### config.mk
export PLATFORM = sky130hd
export DESIGN_NAME = lphm_hash
export DESIGN_NICKNAME = d
export VERILOG_FILES = /design/src/rtl/lphm_pkg.sv /design/src/rtl/lphm_hash.sv
export SDC_FILE = /design/constraint.sdc
export NUM_CORES = 2
export LEC_CHECK = 0
export BUFFER_PORTS_ARGS = -buffer_cell sky130_fd_sc_hd__buf_2
export CAP_MARGIN = 5
export CELL_PAD_IN_SITES_DETAIL_PLACEMENT = 1
export CELL_PAD_IN_SITES_GLOBAL_PLACEMENT = 1
export CORE_MARGIN = 5
export CORE_UTILIZATION = 57
export DETAILED_ROUTE_END_ITERATION = 8
export MAX_ROUTING_LAYER = met4
export PLACE_DENSITY = 0.95
export SLEW_MARGIN = 20
export SYNTH_ARGS = -nofsm -noshare
export SYNTH_HDL_FRONTEND = slang
export SYNTH_SLANG_ARGS = --single-unit
### constraint.sdc
create_clock -name clock -period 22.3 [get_ports clock]
set_clock_uncertainty 0.15 [all_clocks]
set_input_delay 0 -clock clock [delete_from_list [all_inputs] [get_ports clock]]
set_output_delay 0 -clock clock [all_outputs]
set_load 0.05 [all_outputs]
### src/rtl/lphm_pkg.sv
`default_nettype none
package lphm_pkg;

   // Table geometry; the slot count must be a power of two.
   localparam int SLOTS     = 1024;
   localparam int SLOT_BITS = $clog2(SLOTS);
   localparam logic [SLOT_BITS-1:0] SLOT_MAX = SLOT_BITS'(SLOTS - 1);

   localparam int KEY_W   = 64;
   localparam int VALUE_W = 32;
   localparam int KIND_W  = 2;
   localparam int LIMIT_W = 11;
   localparam int HALF_W  = KEY_W / 2;

   localparam logic [LIMIT_W-1:0] LIVE_LIMIT_RESET = LIMIT_W'(716);

   // fmix64 finalizer constants
   localparam logic [KEY_W-1:0] FMIX_C1    = 64'hff51afd7ed558ccd;
   localparam logic [KEY_W-1:0] FMIX_C2    = 64'hc4ceb9fe1a85ec53;
   localparam int               FMIX_SHIFT = 33;

   // Operation codes
   localparam logic [KIND_W-1:0] KIND_LOOKUP   = 2'd0;
   localparam logic [KIND_W-1:0] KIND_EXCHANGE = 2'd1;
   localparam logic [KIND_W-1:0] KIND_CLEAR    = 2'd2;

   typedef enum logic [1:0] {
      MARK_EMPTY = 2'd0,
      MARK_FULL  = 2'd1,
      MARK_TOMB  = 2'd2
   } mark_type;

   typedef struct packed {
      mark_type                  mark;
      logic [KEY_W-1:0]          key;
      logic [VALUE_W-1:0]        value;
   } slot_entry_type;

   typedef enum logic [2:0] {
      C_SWEEP,
      C_IDLE,
      C_HASH,
      C_PROBE,
      C_FINISH
   } ctrl_state_type;

   typedef enum logic [1:0] {
      H_IDLE,
      H_LL,
      H_LH,
      H_HL
   } hash_state_type;

   typedef struct packed {
      logic              start;
      logic [KEY_W-1:0]  key;
   } hash_req_type;

   typedef struct packed {
      logic                  done;
      logic [SLOT_BITS-1:0]  slot;
   } hash_rsp_type;

   typedef struct packed {
      logic                  en;
      logic [SLOT_BITS-1:0]  addr;
   } tbl_rd_type;

   typedef struct packed {
      logic                  en;
      logic [SLOT_BITS-1:0]  addr;
      slot_entry_type        entry;
   } tbl_wr_type;

endpackage
`default_nettype wire

### src/rtl/lphm_hash.sv
`default_nettype none
// fmix64 on one shared 32x32 multiplier: each 64-bit product (low half)
// takes three partial products, two multiplications per hash.
module lphm_hash (
   input  wire logic                   clock,
   input  wire logic                   reset,
   input  wire lphm_pkg::hash_req_type hash_req,
   output lphm_pkg::hash_rsp_type      hash_rsp
);

   lphm_pkg::hash_state_type state_ff, state_in;
   logic                            pass_ff, pass_in;
   logic [lphm_pkg::KEY_W-1:0]      h_ff, h_in;
   logic [lphm_pkg::KEY_W-1:0]      acc_ff, acc_in;
   logic                            done_ff, done_in;

   logic [lphm_pkg::KEY_W-1:0]      coef;
   logic [lphm_pkg::HALF_W-1:0]     mul_a;
   logic [lphm_pkg::HALF_W-1:0]     mul_b;
   logic [lphm_pkg::KEY_W-1:0]      prod;
   logic [lphm_pkg::KEY_W-1:0]      prod_full;

   assign coef  = pass_ff ? lphm_pkg::FMIX_C2 : lphm_pkg::FMIX_C1;
   assign mul_a = (state_ff == lphm_pkg::H_HL) ? h_ff[lphm_pkg::KEY_W-1:lphm_pkg::HALF_W]
                                               : h_ff[lphm_pkg::HALF_W-1:0];
   assign mul_b = (state_ff == lphm_pkg::H_LH) ? coef[lphm_pkg::KEY_W-1:lphm_pkg::HALF_W]
                                               : coef[lphm_pkg::HALF_W-1:0];
   assign prod  = lphm_pkg::KEY_W'(mul_a) * lphm_pkg::KEY_W'(mul_b);
   assign prod_full = {acc_ff[lphm_pkg::KEY_W-1:lphm_pkg::HALF_W] + prod[lphm_pkg::HALF_W-1:0],
                       acc_ff[lphm_pkg::HALF_W-1:0]};

   always_comb begin
      state_in = state_ff;
      case (state_ff)
         lphm_pkg::H_IDLE: begin
            if (hash_req.start) begin
               state_in = lphm_pkg::H_LL;
            end
         end
         lphm_pkg::H_LL: state_in = lphm_pkg::H_LH;
         lphm_pkg::H_LH: state_in = lphm_pkg::H_HL;
         lphm_pkg::H_HL: state_in = pass_ff ? lphm_pkg::H_IDLE : lphm_pkg::H_LL;
         default:        state_in = lphm_pkg::H_IDLE;
      endcase
   end

   always_comb begin
      pass_in = pass_ff;
      h_in    = h_ff;
      acc_in  = acc_ff;
      done_in = 1'b0;
      case (state_ff)
         lphm_pkg::H_IDLE: begin
            if (hash_req.start) begin
               pass_in = 1'b0;
               h_in    = hash_req.key ^ (hash_req.key >> lphm_pkg::FMIX_SHIFT);
            end
         end
         lphm_pkg::H_LL: acc_in = prod;
         lphm_pkg::H_LH: acc_in = prod_full;
         lphm_pkg::H_HL: begin
            // last partial product lands straight in the xor-shift
            h_in    = {acc_ff[lphm_pkg::KEY_W-1:lphm_pkg::HALF_W] + prod[lphm_pkg::HALF_W-1:0],
                       acc_ff[lphm_pkg::HALF_W-1:0]};
            h_in    = h_in ^ (h_in >> lphm_pkg::FMIX_SHIFT);
            pass_in = 1'b1;
            done_in = pass_ff;
         end
         default: done_in = 1'b0;
      endcase
   end

   always_ff @(posedge clock) begin
      if (reset) begin
         state_ff <= lphm_pkg::H_IDLE;
         done_ff  <= 1'b0;
      end else begin
         state_ff <= state_in;
         done_ff  <= done_in;
      end
      pass_ff <= pass_in;
      h_ff    <= h_in;
      acc_ff  <= acc_in;
   end

   assign hash_rsp.done = done_ff;
   assign hash_rsp.slot = h_ff[lphm_pkg::SLOT_BITS-1:0];

endmodule
`default_nettype wire

==> out/results.txt <==
Outcome = finished, final reports clean
Worst-path clk slew = 0.09 ns
Port bufs = 77
Synth Flop Type = edfxtp_1
Area after DPL = 0.0381 mm2
TritonCTS clock tree = done
Period utilization = 0.611
Post-DP HPWL = 124 mm
Pin count of the biggest net entering global routing = 66
Die width = 264 um
Final instance area = 0.0394 mm2
Yosys reg bits = 132
Setup TNS Final = 0 ns
Yosys Warn Count = 0
Unrepaired setup endpoints after global routing = false
Max Cap Viol = 0
Share of layout cells above drive strength 1 = 0.0621
Worst Min Path Start = reset
Syn-to-layout area delta = 7.20%
# clock sinks = 132
Synthesized area per cell = 10.1 um2
1st-iter DRT viols = 5,171
Die ar. = 0.0697 mm2
Nets@finish = 5,001
Global route total overflow = 0
Placed cell count = 4,507
# DRC = 0
FF-to-FF setup slack = 8.68 ns
Htree depth = 4
CTS max path bufs = 2
Commonest non-fill, non-tap cells in the layout = inv_1, fa_1, ha_1, nor2_1, nand2_1
Cell Area, Synth = 0.0368 mm2
Final hold viol count = 0
Routability Congestion = 1.08
Worst path max stage delay = 0.74 ns
Most frequent CP cell = fa_1
Async SR Flop Fraction = 0
Via count = 32.5k
EDFF count, synth = 129
Finished Layout Cells = 4,623
Tmin final = 13.62 ns
Slew Limit Fails = 0
Crit path max fanout = 45
Post-synth cell types = 69
Commonest non-fill, non-tap cell in the layout = inv_1
Synth Instances = 3,639
Number of antenna violations at the first check in global routing = 13
Syn Nets = 4,901
Core area = 0.0641 mm2
Detail Route Antenna Nets = 0
R2r startpoint = state_ff[1]$_SDFFE_PP0P_
First-pass GRT wire length = 254 mm
Max Fclk = 0.0734 GHz
Root buffer cell = clkbuf_16
Initial core utilization = 0.573
Reg2reg path depth = 36
Cts bufs inserted = 17
Slowest cell on crit path = fa_1
Gr usage total = 0.521
WHS Path Cells = 3
Worst endpoint data arrival time = 13.66 ns
Final Hold Slack = 0.147 ns
Row cnt = 93
DR vias/cell = 7.04
Worst slew pin tran = 1.37 ns
Final number of setup-violating endpoints = 0
Die H = 264 um
Hold/Removal Path Class = in2reg
Vias in the first global route = 36.7k
DR pass1 iterations = 8
Critical path type = reg2reg
Clock Latency Late Sink = 0.50 ns
WP data required = 22.34 ns
Sequential share of the synthesized area = 0.107
FF-to-FF End = h_ff[30]$_DFFE_PP_
Hold path endpoint = state_ff[1]$_SDFFE_PP0P_
IO Count = 78
Worst Setup End Kind = register
Setup repair bufs after CTS = 0
Startpoint types = register
Routed WL = 182 mm
Max-slew headroom = 0.0806
Wire per inst = 39.3 um
==> synthesized netlist by cell type (15+ instances only) <==
library cell / number / share of area
a21o_1: 54 / 0.011
a21oi_1: 151 / 0.021
a31oi_1: 21 / 0.0036
clkbuf_1: 71 / 0.0073
edfxtp_1: 129 / 0.11
fa_1: 862 / 0.47
ha_1: 333 / 0.11
inv_1: 954 / 0.097
mux2_2: 38 / 0.012
mux2i_1: 31 / 0.0084
nand2_1: 218 / 0.022
nand2b_1: 32 / 0.0054
nand3_1: 22 / 0.0030
nand4_1: 17 / 0.0029
nor2_1: 269 / 0.027
nor2b_1: 38 / 0.0065
nor3_1: 15 / 0.0020
o21ai_0: 59 / 0.0080
xnor2_1: 91 / 0.022
xor2_1: 60 / 0.014
==> per-layer routing <==
| metal | vias up | global-route usage | part of all wire |
|---|---|---|---|
| met5 | - | - | 0 |
| met4 | 0 | 0.529 | 0.15 |
| met3 | 1974 | 0.187 | 0.13 |
| met2 | 3542 | 0.764 | 0.43 |
| met1 | 15783 | 0.523 | 0.29 |
| li1 | 11236 | - | - |
==> logic make-up (layout without fill, tap and decap cells) <==
| logic type | count (synthesis) | after routing | share of synthesized area |
|---|---|---|---|
| AOI/OAI and AO/OA | 372 | 372 | 0.0646 |
| xor gates and xnor gates | 154 | 154 | 0.0378 |
| adders and majority gates | 1195 | 1195 | 0.583 |
| buffers and inverters | 1063 | 1176 | 0.110 |
| DFF | 132 | 132 | 0.107 |
| muxes | 70 | 70 | 0.0204 |
| other | 1 | 17 | 0.000102 |
| and+or+nand+nor | 652 | 652 | 0.0768 |
==> registers in the layout, summed over array words and instances, names as in the netlist <==
name,cells
acc_ff,64
h_ff,64
pass_ff,1
state_ff,2
done_ff,1
==> worst max-delay path: cells and delay by family (launching register included) <==
family	cells	cell delay (ns)
fa+ha+maj	12	5.55
buf+inv	9	2.88
compound gates	10	2.60
xor+xnor	3	0.94
simple gates	2	0.59
flops	1	0.51
==> repair_timing <==
action / 4_1_cts / 5_1_grt
hold endpoints to repair: 67 / 0
gates resized for setup: 0 / 0
hold buffers: 68 / 0
==> stage by stage <==
stage / utilization / setup WS [ns]
6_report: 0.615 / 8.68
5_1_grt: 0.614 / 8.85
4_1_cts: 0.614 / 9.51
3_5_place_dp: 0.594 / 9.85
3_3_place_gp: 0.594 / 10.13
2_1_floorplan: - / 12.33
==> cell type report <==
type / instances / area (um2)
fill: 6887 / 24700
antenna: 16 / 40.0
timing repair buffer: 183 / 1350
multi-input combinational: 2444 / 28800
tap: 855 / 1070
inverter: 961 / 3610
clock buffer: 18 / 429
clock inverter: 14 / 130
sequential: 132 / 3930
==> how the worst max path moves through the flow <==
stage	slack, ns	to	from	cells after the start
after floorplan	12.33	acc_ff[63]$_DFFE_PP_	state_ff[0]$_SDFFE_PP0P_	40
after global placement	10.13	acc_ff[63]$_DFFE_PP_	state_ff[1]$_SDFFE_PP0P_	32
after detailed placement	9.85	acc_ff[63]$_DFFE_PP_	state_ff[1]$_SDFFE_PP0P_	32
after CTS	9.51	acc_ff[63]$_DFFE_PP_	state_ff[1]$_SDFFE_PP0P_	33
after global routing	8.85	h_ff[30]$_DFFE_PP_	state_ff[1]$_SDFFE_PP0P_	38
final	8.68	h_ff[30]$_DFFE_PP_	state_ff[1]$_SDFFE_PP0P_	36
Power is not shown: default switching activity piles up to over one toggle a cycle in this logic, so the estimate is an artifact.
