--- src/rtl/lphm_pkg.sv ---
`default_nettype none
package lphm_pkg;

   // Table geometry; the slot count must be a power of two.
   localparam int SLOTS     = 1024;
   localparam int SLOT_BITS = $clog2(SLOTS);
   localparam logic [SLOT_BITS-1:0] SLOT_MAX = SLOT_BITS'(SLOTS - 1);

   localparam int KEY_W   = 64;
   localparam int VALUE_W = 32;
   localparam int KIND_W  = 2;
   localparam int LIMIT_W = 11;
   localparam int HALF_W  = KEY_W / 2;

   localparam logic [LIMIT_W-1:0] LIVE_LIMIT_RESET = LIMIT_W'(716);

   // fmix64 finalizer constants
   localparam logic [KEY_W-1:0] FMIX_C1    = 64'hff51afd7ed558ccd;
   localparam logic [KEY_W-1:0] FMIX_C2    = 64'hc4ceb9fe1a85ec53;
   localparam int               FMIX_SHIFT = 33;

   // Operation codes
   localparam logic [KIND_W-1:0] KIND_LOOKUP   = 2'd0;
   localparam logic [KIND_W-1:0] KIND_EXCHANGE = 2'd1;
   localparam logic [KIND_W-1:0] KIND_CLEAR    = 2'd2;

   typedef enum logic [1:0] {
      MARK_EMPTY = 2'd0,
      MARK_FULL  = 2'd1,
      MARK_TOMB  = 2'd2
   } mark_type;

   typedef struct packed {
      mark_type                  mark;
      logic [KEY_W-1:0]          key;
      logic [VALUE_W-1:0]        value;
   } slot_entry_type;

   typedef enum logic [2:0] {
      C_SWEEP,
      C_IDLE,
      C_HASH,
      C_PROBE,
      C_FINISH
   } ctrl_state_type;

   typedef enum logic [1:0] {
      H_IDLE,
      H_LL,
      H_LH,
      H_HL
   } hash_state_type;

   typedef struct packed {
      logic              start;
      logic [KEY_W-1:0]  key;
   } hash_req_type;

   typedef struct packed {
      logic                  done;
      logic [SLOT_BITS-1:0]  slot;
   } hash_rsp_type;

   typedef struct packed {
      logic                  en;
      logic [SLOT_BITS-1:0]  addr;
   } tbl_rd_type;

   typedef struct packed {
      logic                  en;
      logic [SLOT_BITS-1:0]  addr;
      slot_entry_type        entry;
   } tbl_wr_type;

endpackage
`default_nettype wire

--- src/rtl/lphm_ctrl.sv ---
`default_nettype none
// Operation sequencer: sweep, hash wait, probe walk, table update, result register.
module lphm_ctrl (
   input  wire logic                            clock,
   input  wire logic                            reset,
   input  wire logic                            req_valid,
   output logic                                 req_ready,
   input  wire logic [lphm_pkg::KIND_W-1:0]     req_kind,
   input  wire logic [lphm_pkg::KEY_W-1:0]      req_key,
   input  wire logic [lphm_pkg::VALUE_W-1:0]    req_new_value,
   output logic                                 rsp_valid,
   input  wire logic                            rsp_ready,
   output logic [lphm_pkg::VALUE_W-1:0]         rsp_old_value,
   output logic                                 rsp_found,
   output logic                                 rsp_status,
   input  wire logic [lphm_pkg::LIMIT_W-1:0]    live_limit,
   output lphm_pkg::hash_req_type               hash_req,
   input  wire lphm_pkg::hash_rsp_type          hash_rsp,
   output lphm_pkg::tbl_rd_type                 tbl_rd,
   output lphm_pkg::tbl_wr_type                 tbl_wr,
   input  wire lphm_pkg::slot_entry_type        tbl_rd_data
);

   lphm_pkg::ctrl_state_type state_ff, state_in;

   logic [lphm_pkg::KIND_W-1:0]    kind_ff, kind_in;
   logic [lphm_pkg::KEY_W-1:0]     key_ff, key_in;
   logic [lphm_pkg::VALUE_W-1:0]   new_value_ff, new_value_in;
   logic [lphm_pkg::LIMIT_W-1:0]   live_count_ff, live_count_in;
   logic [lphm_pkg::SLOT_BITS-1:0] sweep_ff, sweep_in;
   logic                           sweep_reply_ff, sweep_reply_in;
   logic [lphm_pkg::SLOT_BITS-1:0] addr_ff, addr_in;
   logic [lphm_pkg::SLOT_BITS-1:0] chk_ff, chk_in;
   logic [lphm_pkg::SLOT_BITS-1:0] count_ff, count_in;
   logic                           pend_ff, pend_in;
   logic                           hit_ff, hit_in;
   logic [lphm_pkg::SLOT_BITS-1:0] hit_slot_ff, hit_slot_in;
   logic [lphm_pkg::VALUE_W-1:0]   old_ff, old_in;
   logic [lphm_pkg::SLOT_BITS-1:0] free_slot_ff, free_slot_in;
   logic                           have_free_ff, have_free_in;
   logic                           tomb_seen_ff, tomb_seen_in;
   logic                           rsp_valid_ff, rsp_valid_in;
   logic [lphm_pkg::VALUE_W-1:0]   rsp_old_ff, rsp_old_in;
   logic                           rsp_found_ff, rsp_found_in;
   logic                           rsp_status_ff, rsp_status_in;

   logic chk_valid, is_empty, is_hit, is_tomb, at_end, probe_stop;
   logic out_free, accept, is_exch, nv_zero, upd, ins_try, reject, ins_ok, finish_go;

   // Probe check on the entry read in the previous cycle
   assign chk_valid  = (state_ff == lphm_pkg::C_PROBE) && pend_ff;
   assign is_empty   = chk_valid && (tbl_rd_data.mark == lphm_pkg::MARK_EMPTY);
   assign is_hit     = chk_valid && (tbl_rd_data.mark == lphm_pkg::MARK_FULL)
                       && (tbl_rd_data.key == key_ff);
   assign is_tomb    = chk_valid && (tbl_rd_data.mark == lphm_pkg::MARK_TOMB);
   assign at_end     = chk_valid && (count_ff == lphm_pkg::SLOT_MAX);
   assign probe_stop = is_empty || is_hit || at_end;

   assign out_free  = !rsp_valid_ff || rsp_ready;
   assign accept    = (state_ff == lphm_pkg::C_IDLE) && req_valid;
   assign is_exch   = (kind_ff == lphm_pkg::KIND_EXCHANGE);
   assign nv_zero   = (new_value_ff == '0);
   assign upd       = is_exch && hit_ff;
   assign ins_try   = is_exch && !hit_ff && !nv_zero;
   assign reject    = ins_try && ((live_count_ff >= live_limit) || !have_free_ff);
   assign ins_ok    = ins_try && !reject;
   assign finish_go = (state_ff == lphm_pkg::C_FINISH) && out_free;

   always_comb begin
      state_in = state_ff;
      case (state_ff)
         lphm_pkg::C_SWEEP: begin
            if (sweep_ff == lphm_pkg::SLOT_MAX) begin
               state_in = sweep_reply_ff ? lphm_pkg::C_FINISH : lphm_pkg::C_IDLE;
            end
         end
         lphm_pkg::C_IDLE: begin
            if (req_valid) begin
               if (req_kind == lphm_pkg::KIND_LOOKUP || req_kind == lphm_pkg::KIND_EXCHANGE) begin
                  state_in = lphm_pkg::C_HASH;
               end else if (req_kind == lphm_pkg::KIND_CLEAR) begin
                  state_in = lphm_pkg::C_SWEEP;
               end else begin
                  state_in = lphm_pkg::C_FINISH;
               end
            end
         end
         lphm_pkg::C_HASH: begin
            if (hash_rsp.done) begin
               state_in = lphm_pkg::C_PROBE;
            end
         end
         lphm_pkg::C_PROBE: begin
            if (probe_stop) begin
               state_in = lphm_pkg::C_FINISH;
            end
         end
         lphm_pkg::C_FINISH: begin
            if (out_free) begin
               state_in = lphm_pkg::C_IDLE;
            end
         end
         default: state_in = lphm_pkg::C_IDLE;
      endcase
   end

   always_comb begin
      req_ready      = (state_ff == lphm_pkg::C_IDLE);
      hash_req.start = accept && (req_kind == lphm_pkg::KIND_LOOKUP
                                  || req_kind == lphm_pkg::KIND_EXCHANGE);
      hash_req.key   = req_key;
      tbl_rd.en      = (state_ff == lphm_pkg::C_PROBE);
      tbl_rd.addr    = addr_ff;
      tbl_wr.en      = 1'b0;
      tbl_wr.addr    = sweep_ff;
      tbl_wr.entry   = '{mark: lphm_pkg::MARK_EMPTY, key: '0, value: '0};
      case (state_ff)
         lphm_pkg::C_SWEEP: tbl_wr.en = 1'b1;
         lphm_pkg::C_FINISH: begin
            if (finish_go && upd) begin
               tbl_wr.en    = 1'b1;
               tbl_wr.addr  = hit_slot_ff;
               tbl_wr.entry = '{mark: (nv_zero ? lphm_pkg::MARK_TOMB : lphm_pkg::MARK_FULL),
                                key: key_ff, value: new_value_ff};
            end else if (finish_go && ins_ok) begin
               tbl_wr.en    = 1'b1;
               tbl_wr.addr  = free_slot_ff;
               tbl_wr.entry = '{mark: lphm_pkg::MARK_FULL, key: key_ff, value: new_value_ff};
            end
         end
         default: tbl_wr.en = 1'b0;
      endcase
   end

   always_comb begin
      kind_in        = kind_ff;
      key_in         = key_ff;
      new_value_in   = new_value_ff;
      live_count_in  = live_count_ff;
      sweep_in       = sweep_ff;
      sweep_reply_in = sweep_reply_ff;
      addr_in        = addr_ff;
      chk_in         = chk_ff;
      count_in       = count_ff;
      pend_in        = pend_ff;
      hit_in         = hit_ff;
      hit_slot_in    = hit_slot_ff;
      old_in         = old_ff;
      free_slot_in   = free_slot_ff;
      have_free_in   = have_free_ff;
      tomb_seen_in   = tomb_seen_ff;
      case (state_ff)
         lphm_pkg::C_SWEEP: sweep_in = sweep_ff + 1'b1;
         lphm_pkg::C_IDLE: begin
            if (accept) begin
               kind_in        = req_kind;
               key_in         = req_key;
               new_value_in   = req_new_value;
               hit_in         = 1'b0;
               have_free_in   = 1'b0;
               tomb_seen_in   = 1'b0;
               sweep_reply_in = (req_kind == lphm_pkg::KIND_CLEAR);
               if (req_kind == lphm_pkg::KIND_CLEAR) begin
                  live_count_in = '0;
               end
            end
         end
         lphm_pkg::C_HASH: begin
            if (hash_rsp.done) begin
               addr_in  = hash_rsp.slot;
               count_in = '0;
               pend_in  = 1'b0;
            end
         end
         lphm_pkg::C_PROBE: begin
            addr_in = addr_ff + 1'b1;
            chk_in  = addr_ff;
            pend_in = 1'b1;
            if (chk_valid) begin
               count_in = count_ff + 1'b1;
            end
            if (is_hit) begin
               hit_in      = 1'b1;
               hit_slot_in = chk_ff;
               old_in      = tbl_rd_data.value;
            end
            if ((is_empty || is_tomb) && !tomb_seen_ff) begin
               free_slot_in = chk_ff;
               have_free_in = 1'b1;
               tomb_seen_in = is_tomb;
            end
         end
         lphm_pkg::C_FINISH: begin
            if (finish_go && upd && nv_zero) begin
               live_count_in = live_count_ff - 1'b1;
            end else if (finish_go && ins_ok) begin
               live_count_in = live_count_ff + 1'b1;
            end
         end
         default: pend_in = 1'b0;
      endcase
   end

   // Result register: load on finish, drop after the transfer
   always_comb begin
      rsp_valid_in  = rsp_valid_ff;
      rsp_old_in    = rsp_old_ff;
      rsp_found_in  = rsp_found_ff;
      rsp_status_in = rsp_status_ff;
      if (finish_go) begin
         rsp_valid_in  = 1'b1;
         rsp_old_in    = hit_ff ? old_ff : '0;
         rsp_found_in  = hit_ff;
         rsp_status_in = reject;
      end else if (rsp_ready) begin
         rsp_valid_in = 1'b0;
      end
   end

   always_ff @(posedge clock) begin
      if (reset) begin
         state_ff       <= lphm_pkg::C_SWEEP;
         live_count_ff  <= '0;
         sweep_ff       <= '0;
         sweep_reply_ff <= 1'b0;
         rsp_valid_ff   <= 1'b0;
      end else begin
         state_ff       <= state_in;
         live_count_ff  <= live_count_in;
         sweep_ff       <= sweep_in;
         sweep_reply_ff <= sweep_reply_in;
         rsp_valid_ff   <= rsp_valid_in;
      end
      kind_ff       <= kind_in;
      key_ff        <= key_in;
      new_value_ff  <= new_value_in;
      addr_ff       <= addr_in;
      chk_ff        <= chk_in;
      count_ff      <= count_in;
      pend_ff       <= pend_in;
      hit_ff        <= hit_in;
      hit_slot_ff   <= hit_slot_in;
      old_ff        <= old_in;
      free_slot_ff  <= free_slot_in;
      have_free_ff  <= have_free_in;
      tomb_seen_ff  <= tomb_seen_in;
      rsp_old_ff    <= rsp_old_in;
      rsp_found_ff  <= rsp_found_in;
      rsp_status_ff <= rsp_status_in;
   end

   assign rsp_valid     = rsp_valid_ff;
   assign rsp_old_value = rsp_old_ff;
   assign rsp_found     = rsp_found_ff;
   assign rsp_status    = rsp_status_ff;

   a_no_write_in_probe: assert property (@(posedge clock) disable iff (reset)
      state_ff == lphm_pkg::C_PROBE |-> !tbl_wr.en)
      else $error("table written during probe walk");

   a_hash_done_when_waiting: assert property (@(posedge clock) disable iff (reset)
      hash_rsp.done |-> state_ff == lphm_pkg::C_HASH)
      else $error("hash finished outside hash wait");

   a_insert_counts: assert property (@(posedge clock) disable iff (reset)
      finish_go && ins_ok |=>
         live_count_ff == lphm_pkg::LIMIT_W'($past(live_count_ff) + 1'b1))
      else $error("live count not advanced on insert");

   a_sweep_after_reset: assert property (@(posedge clock) disable iff (reset)
      $past(reset) |-> state_ff == lphm_pkg::C_SWEEP && !req_ready)
      else $error("no clearing sweep after reset");

   a_result_from_finish: assert property (@(posedge clock) disable iff (reset)
      $rose(rsp_valid_ff) |-> $past(state_ff) == lphm_pkg::C_FINISH)
      else $error("result loaded outside finish");

endmodule
`default_nettype wire

--- config.mk ---
export PLATFORM = sky130hd
export DESIGN_NAME = lphm_ctrl
export DESIGN_NICKNAME = d
export VERILOG_FILES = /design/src/rtl/lphm_pkg.sv /design/src/rtl/lphm_ctrl.sv
export SDC_FILE = /design/constraint.sdc
export NUM_CORES = 1
export LEC_CHECK = 0
export BUFFER_PORTS_ARGS = -buffer_cell sky130_fd_sc_hd__buf_2
export CORE_AREA = 2 2 172 174
export CTS_CLUSTER_DIAMETER = 200
export DETAILED_ROUTE_END_ITERATION = 8
export DIE_AREA = 0 0 174 176
export HOLD_SLACK_MARGIN = 0.02
export PLACE_DENSITY = 0.63
export SLEW_MARGIN = 40
export SYNTH_ARGS = -nofsm -noshare
export SYNTH_HDL_FRONTEND = slang
export SYNTH_SLANG_ARGS = --single-unit
--- constraint.sdc ---
create_clock -name clock -period 4.1 [get_ports clock]
set_input_delay 0.41 -clock clock [delete_from_list [all_inputs] [get_ports clock]]
set_output_delay 0.41 -clock clock [all_outputs]
set_load 0.01 [all_outputs]
==> summary.md <==
| Metric | Value |
|---|---|
| CTS Buf Count | `27` |
| Sequential fraction of the synthesis area | `a little over three fifths` |
| Synthesized area per cell | `12.4 um2` |
| Synthesized-area fraction occupied by xor and xnor cells | `5.57%` |
| Relative area change from synthesis to final layout | `32.4%` |
| Kind of end point of the critical path | `flip-flop` |
| Number of nets in the finished design | `1600` |
| TritonCTS clock tree | `done` |
| Post-synthesis cell count | `916` |
| Pin count of the biggest net entering global routing | `61` |
| Share of synthesized cell area in full adder, half adder and majority cells | `about 2.7%` |
| I/O Buffers | `442` |
| Die outline height | `176 um` |
| Area fraction of the dominant cell type after synthesis | `57.9%` |
| Start-to-end type of the worst setup path | `flip-flop to flip-flop` |
| Leading area contributor after synthesis | `sky130_fd_sc_hd__edfxtp_1` |
| Number of sinks handled by clock tree synthesis | `244` |
| Number of global-route vias before repair | `8242` |
| Number of antenna violations at the first check in global routing | `6` |
| Arrival @ worst endpoint | `4160 ps` |
| Detailed-routing iteration count for the pre-antenna-repair pass | `5` |
| Effective utilization at floorplan | `~40%` |
| Number of nets with antenna violations after routing | `0` |
| Boundary Pins | `between 400 and 500` |
| Wire length per cell after detailed routing | `18.9 um` |
| Iteration-0 DRC count of the detailed router | `542` |
| Share of post-route cells with drive strength above 1 | `36.7%` |
| Simple-gate share of the synthesized area | `between 15 and 20%` |
| Power density over cell area | `380 mW/mm2` |
| Main area contributors after synthesis | `sky130_fd_sc_hd__edfxtp_1, sky130_fd_sc_hd__and2_1, sky130_fd_sc_hd__dfxtp_1` |
| Share of synthesized area spent on multiplexers | `0.442%` |
| Die area | `0.0306 mm2` |
| Crit path cell chain | `nor4_1 > nand4_1 > or3_1 > inv_2 > ha_1 > a211oi_1 > o21bai_1 > a2111o_1 > a31o_2 > a21oi_1 > xnor2_1 > a32o_1` |
| Post-synthesis register bit count | `244` |
| Synth Net Count | `1162` |
| Cell area after technology mapping | `0.0113 mm2` |
| Post-CTS setup buffer count | `0` |
| Floorplan row count | `a little over 60` |
| Buffer and inverter count on the worst path | `1` |
| Horizontal die dimension | `174 um` |
| Final core utilization | `52.5%` |
| Critical path data required time | `4550 ps` |
| Fin Setup TNS | `0 ps` |
| Final GP Congestion | `between 0.9 and 1` |
| Fraction of registers with async set or reset after synthesis | `0%` |
| Core ar. | `0.0285 mm2` |
| Distinct cell type count of the synthesized netlist | `around 50` |
| Setup repair after global routing missed its margin | `no` |
| Hold Path Class | `primary input to flip-flop` |
| Final number of setup-violating endpoints | `0` |
| Root Buffer Master | `sky130_fd_sc_hd__clkbuf_16` |
| Setup slack, reg-to-reg | `roughly 380 ps` |
| Number of vias in the routed layout | `8510` |
| HPWL Detailed | `25.5 mm` |
| Cell Count, Final, Fillers Out | `1760` |
| CP top delay family | `compound AO/OA/AOI/OAI gates` |
| Maximum clock path buffer count | `3` |
| Final Hold Vio Count | `0` |
| First-pass GRT wire length | `about 49 mm` |
| Gr usage total | `21.0%` |
| EDFF count, synth | `218` |
| Max Freq | `269 MHz` |
| Worst setup SP type | `flip-flop` |
| Ratio of final minimum period to clock period | `between 90% and 100%` |
| Clock skew after layout | `between 15 and 20 ps` |
| Normalized max-slew margin | `a little over half` |
| Overflow after GRT | `0` |
| Drc violations | `0` |
| Transition at the pin with the smallest max-transition slack | `710 ps` |
| Count of synthesis-stage warnings from yosys | `0` |
| Result of the run | `complete, no violations` |
| Clk pin slew, worst setup/hold paths | `around 60 ps` |
| Largest family of logic cells by synthesized area | `simple AND/OR/NAND/NOR gates` |
| Insertion delay to the later sink of the worst-skew pair | `about 550 ps` |
| Maximum VDD drop | `0.000313 V` |
| Compound-Gate Fraction of Synth Area | `5.42%` |
| Standby leakage power | `6.35 nW` |
| Via density per instance | `4.84` |
| Total wirelength of the detailed-routed design | `33.2 mm` |
| Final Critical Period | `3720 ps` |
| Crit-path max FO | `13` |
| Fillers | `around 2600` |
| Flip-flop cell with the highest count after synthesis | `sky130_fd_sc_hd__edfxtp_1` |
| Count of max-cap constraint violations | `0` |
| H-Tree Depth | `1` |
| Instance count after placement with tap cells included | `1662` |
| Master of the slowest instance on the critical path | `sky130_fd_sc_hd__or3_1` |
| Final-report max-slew violation count | `0` |
| Slowest Stage Delay on Critical Path | `between 500 and 600 ps` |
cells by family (layout without fill, tap and decap cells):
group	count (synthesis)	count (layout)
compound gates	98	98
xor+xnor	72	72
fa+ha+maj	24	24
buf+inv	130	589
flops	244	244
mux	5	5
other cells	0	1
simple gates	343	343
worst reg2reg max path, cell delays in order (launching register included):
cell and delay (ps):
sky130_fd_sc_hd__edfxtp_1 390, sky130_fd_sc_hd__nor4_1 400, sky130_fd_sc_hd__nand4_1 190, sky130_fd_sc_hd__or3_1 510, sky130_fd_sc_hd__inv_2 250, sky130_fd_sc_hd__ha_1 290, sky130_fd_sc_hd__a211oi_1 290, sky130_fd_sc_hd__o21bai_1 140
sky130_fd_sc_hd__a2111o_1 460, sky130_fd_sc_hd__a31o_2 250, sky130_fd_sc_hd__a21oi_1 160, sky130_fd_sc_hd__xnor2_1 80, sky130_fd_sc_hd__a32o_1 190
final cells by class:
class                   instances  area [um2]  area share [%]
flip-flops and latches        244        7070            47.2
multi-input cells             542        3520            23.5
repair buffers                502        2790            18.6
clock buffers                  35         726            4.85
well taps                     384         480            3.21
clock inverters                15         241            1.61
inverters                      37         144           0.961
diodes                          1        2.50          0.0167
path summary, 6_finish.rpt:
path	cells after the start	from	to
max	12	new_value_ff[19]	live_count_ff[9]
max reg2reg	12	new_value_ff[19]	live_count_ff[9]
min	1	tbl_rd_data[21]	old_ff[21]
min reg2reg	0	chk_ff[2]	free_slot_ff[2]
per-stage QoR:
step	hold WS, ps	total power, mW	setup slack [ps]	instance area (um2)
2_1_floorplan	421	2.91	721	11300
3_3_place_gp	427	3.06	415	13500
3_5_place_dp	430	3.06	353	13500
4_1_cts	20.1	5.74	294	14900
5_1_grt	21.5	5.87	79.4	15000
6_report	41.5	5.69	384	15000
layout by cell type (no fill, tap or decap), types with 5 or more instances in the layout:
cell                            count
sky130_fd_sc_hd__buf_2            442
sky130_fd_sc_hd__edfxtp_1         218
sky130_fd_sc_hd__and2_1           125
sky130_fd_sc_hd__nor2_1            57
sky130_fd_sc_hd__xor2_1            51
sky130_fd_sc_hd__dlygate4sd3_1     47
sky130_fd_sc_hd__nand2_1           39
sky130_fd_sc_hd__inv_1             35
sky130_fd_sc_hd__a21oi_1           31
sky130_fd_sc_hd__clkbuf_16         27
sky130_fd_sc_hd__dfxtp_1           26
sky130_fd_sc_hd__ha_1              23
sky130_fd_sc_hd__o21ai_0           22
sky130_fd_sc_hd__xnor2_1           21
sky130_fd_sc_hd__nor4_1            18
sky130_fd_sc_hd__nor2b_1           18
sky130_fd_sc_hd__nand3_1           15
sky130_fd_sc_hd__o22ai_1           15
sky130_fd_sc_hd__or3_1             15
sky130_fd_sc_hd__nand4_1           14
sky130_fd_sc_hd__buf_4             12
sky130_fd_sc_hd__nor3_1            11
sky130_fd_sc_hd__nand2b_1          10
sky130_fd_sc_hd__clkbuf_1           6
sky130_fd_sc_hd__bufinv_16          6
sky130_fd_sc_hd__mux2i_1            5
sky130_fd_sc_hd__a2111oi_0          5
sky130_fd_sc_hd__and3_1             5
sequential cells by signal, indices dropped and copies added, names as in the netlist, 2 cells and up:
signal         count
kind_ff            2
free_slot_ff      10
rsp_old_value     32
addr_ff           10
new_value_ff      32
old_ff            32
count_ff          10
live_count_ff     11
hit_slot_ff       10
state_ff           3
chk_ff            10
key_ff            64
sweep_ff          10
report_power, final:
group | internal (mW) | total, mW | switching, mW
clock network | 1.63 | 2.64 | 1.01
logic | 0.168 | 0.320 | 0.152
registers | 2.71 | 2.72 | 0.0124
total | 4.51 | 5.69 | 1.18
Yosys cell counts (21+ instances only):
| master | count |
|---|---|
| sky130_fd_sc_hd__a21oi_1 | 31 |
| sky130_fd_sc_hd__and2_1 | 125 |
| sky130_fd_sc_hd__buf_4 | 65 |
| sky130_fd_sc_hd__clkbuf_1 | 27 |
| sky130_fd_sc_hd__dfxtp_1 | 26 |
| sky130_fd_sc_hd__edfxtp_1 | 218 |
| sky130_fd_sc_hd__ha_1 | 23 |
| sky130_fd_sc_hd__inv_1 | 36 |
| sky130_fd_sc_hd__nand2_1 | 40 |
| sky130_fd_sc_hd__nor2_1 | 59 |
| sky130_fd_sc_hd__o21ai_0 | 22 |
| sky130_fd_sc_hd__xnor2_1 | 21 |
| sky130_fd_sc_hd__xor2_1 | 51 |
repair_timing:
action / CTS / global route
gates resized for setup: 0 / 0
hold buffers: 45 / 2
endpoints found under the hold margin: 45 / 2
per-layer routing:
metal	vias up	GRT usage [%]	wire length, um
met3	57	4.76	2270
met2	322	37.1	16800
li1	4083	-	-
met4	8	5.36	837
met1	4040	26.2	13300
met5	-	0	45
Power figures use the tool's default switching activity.
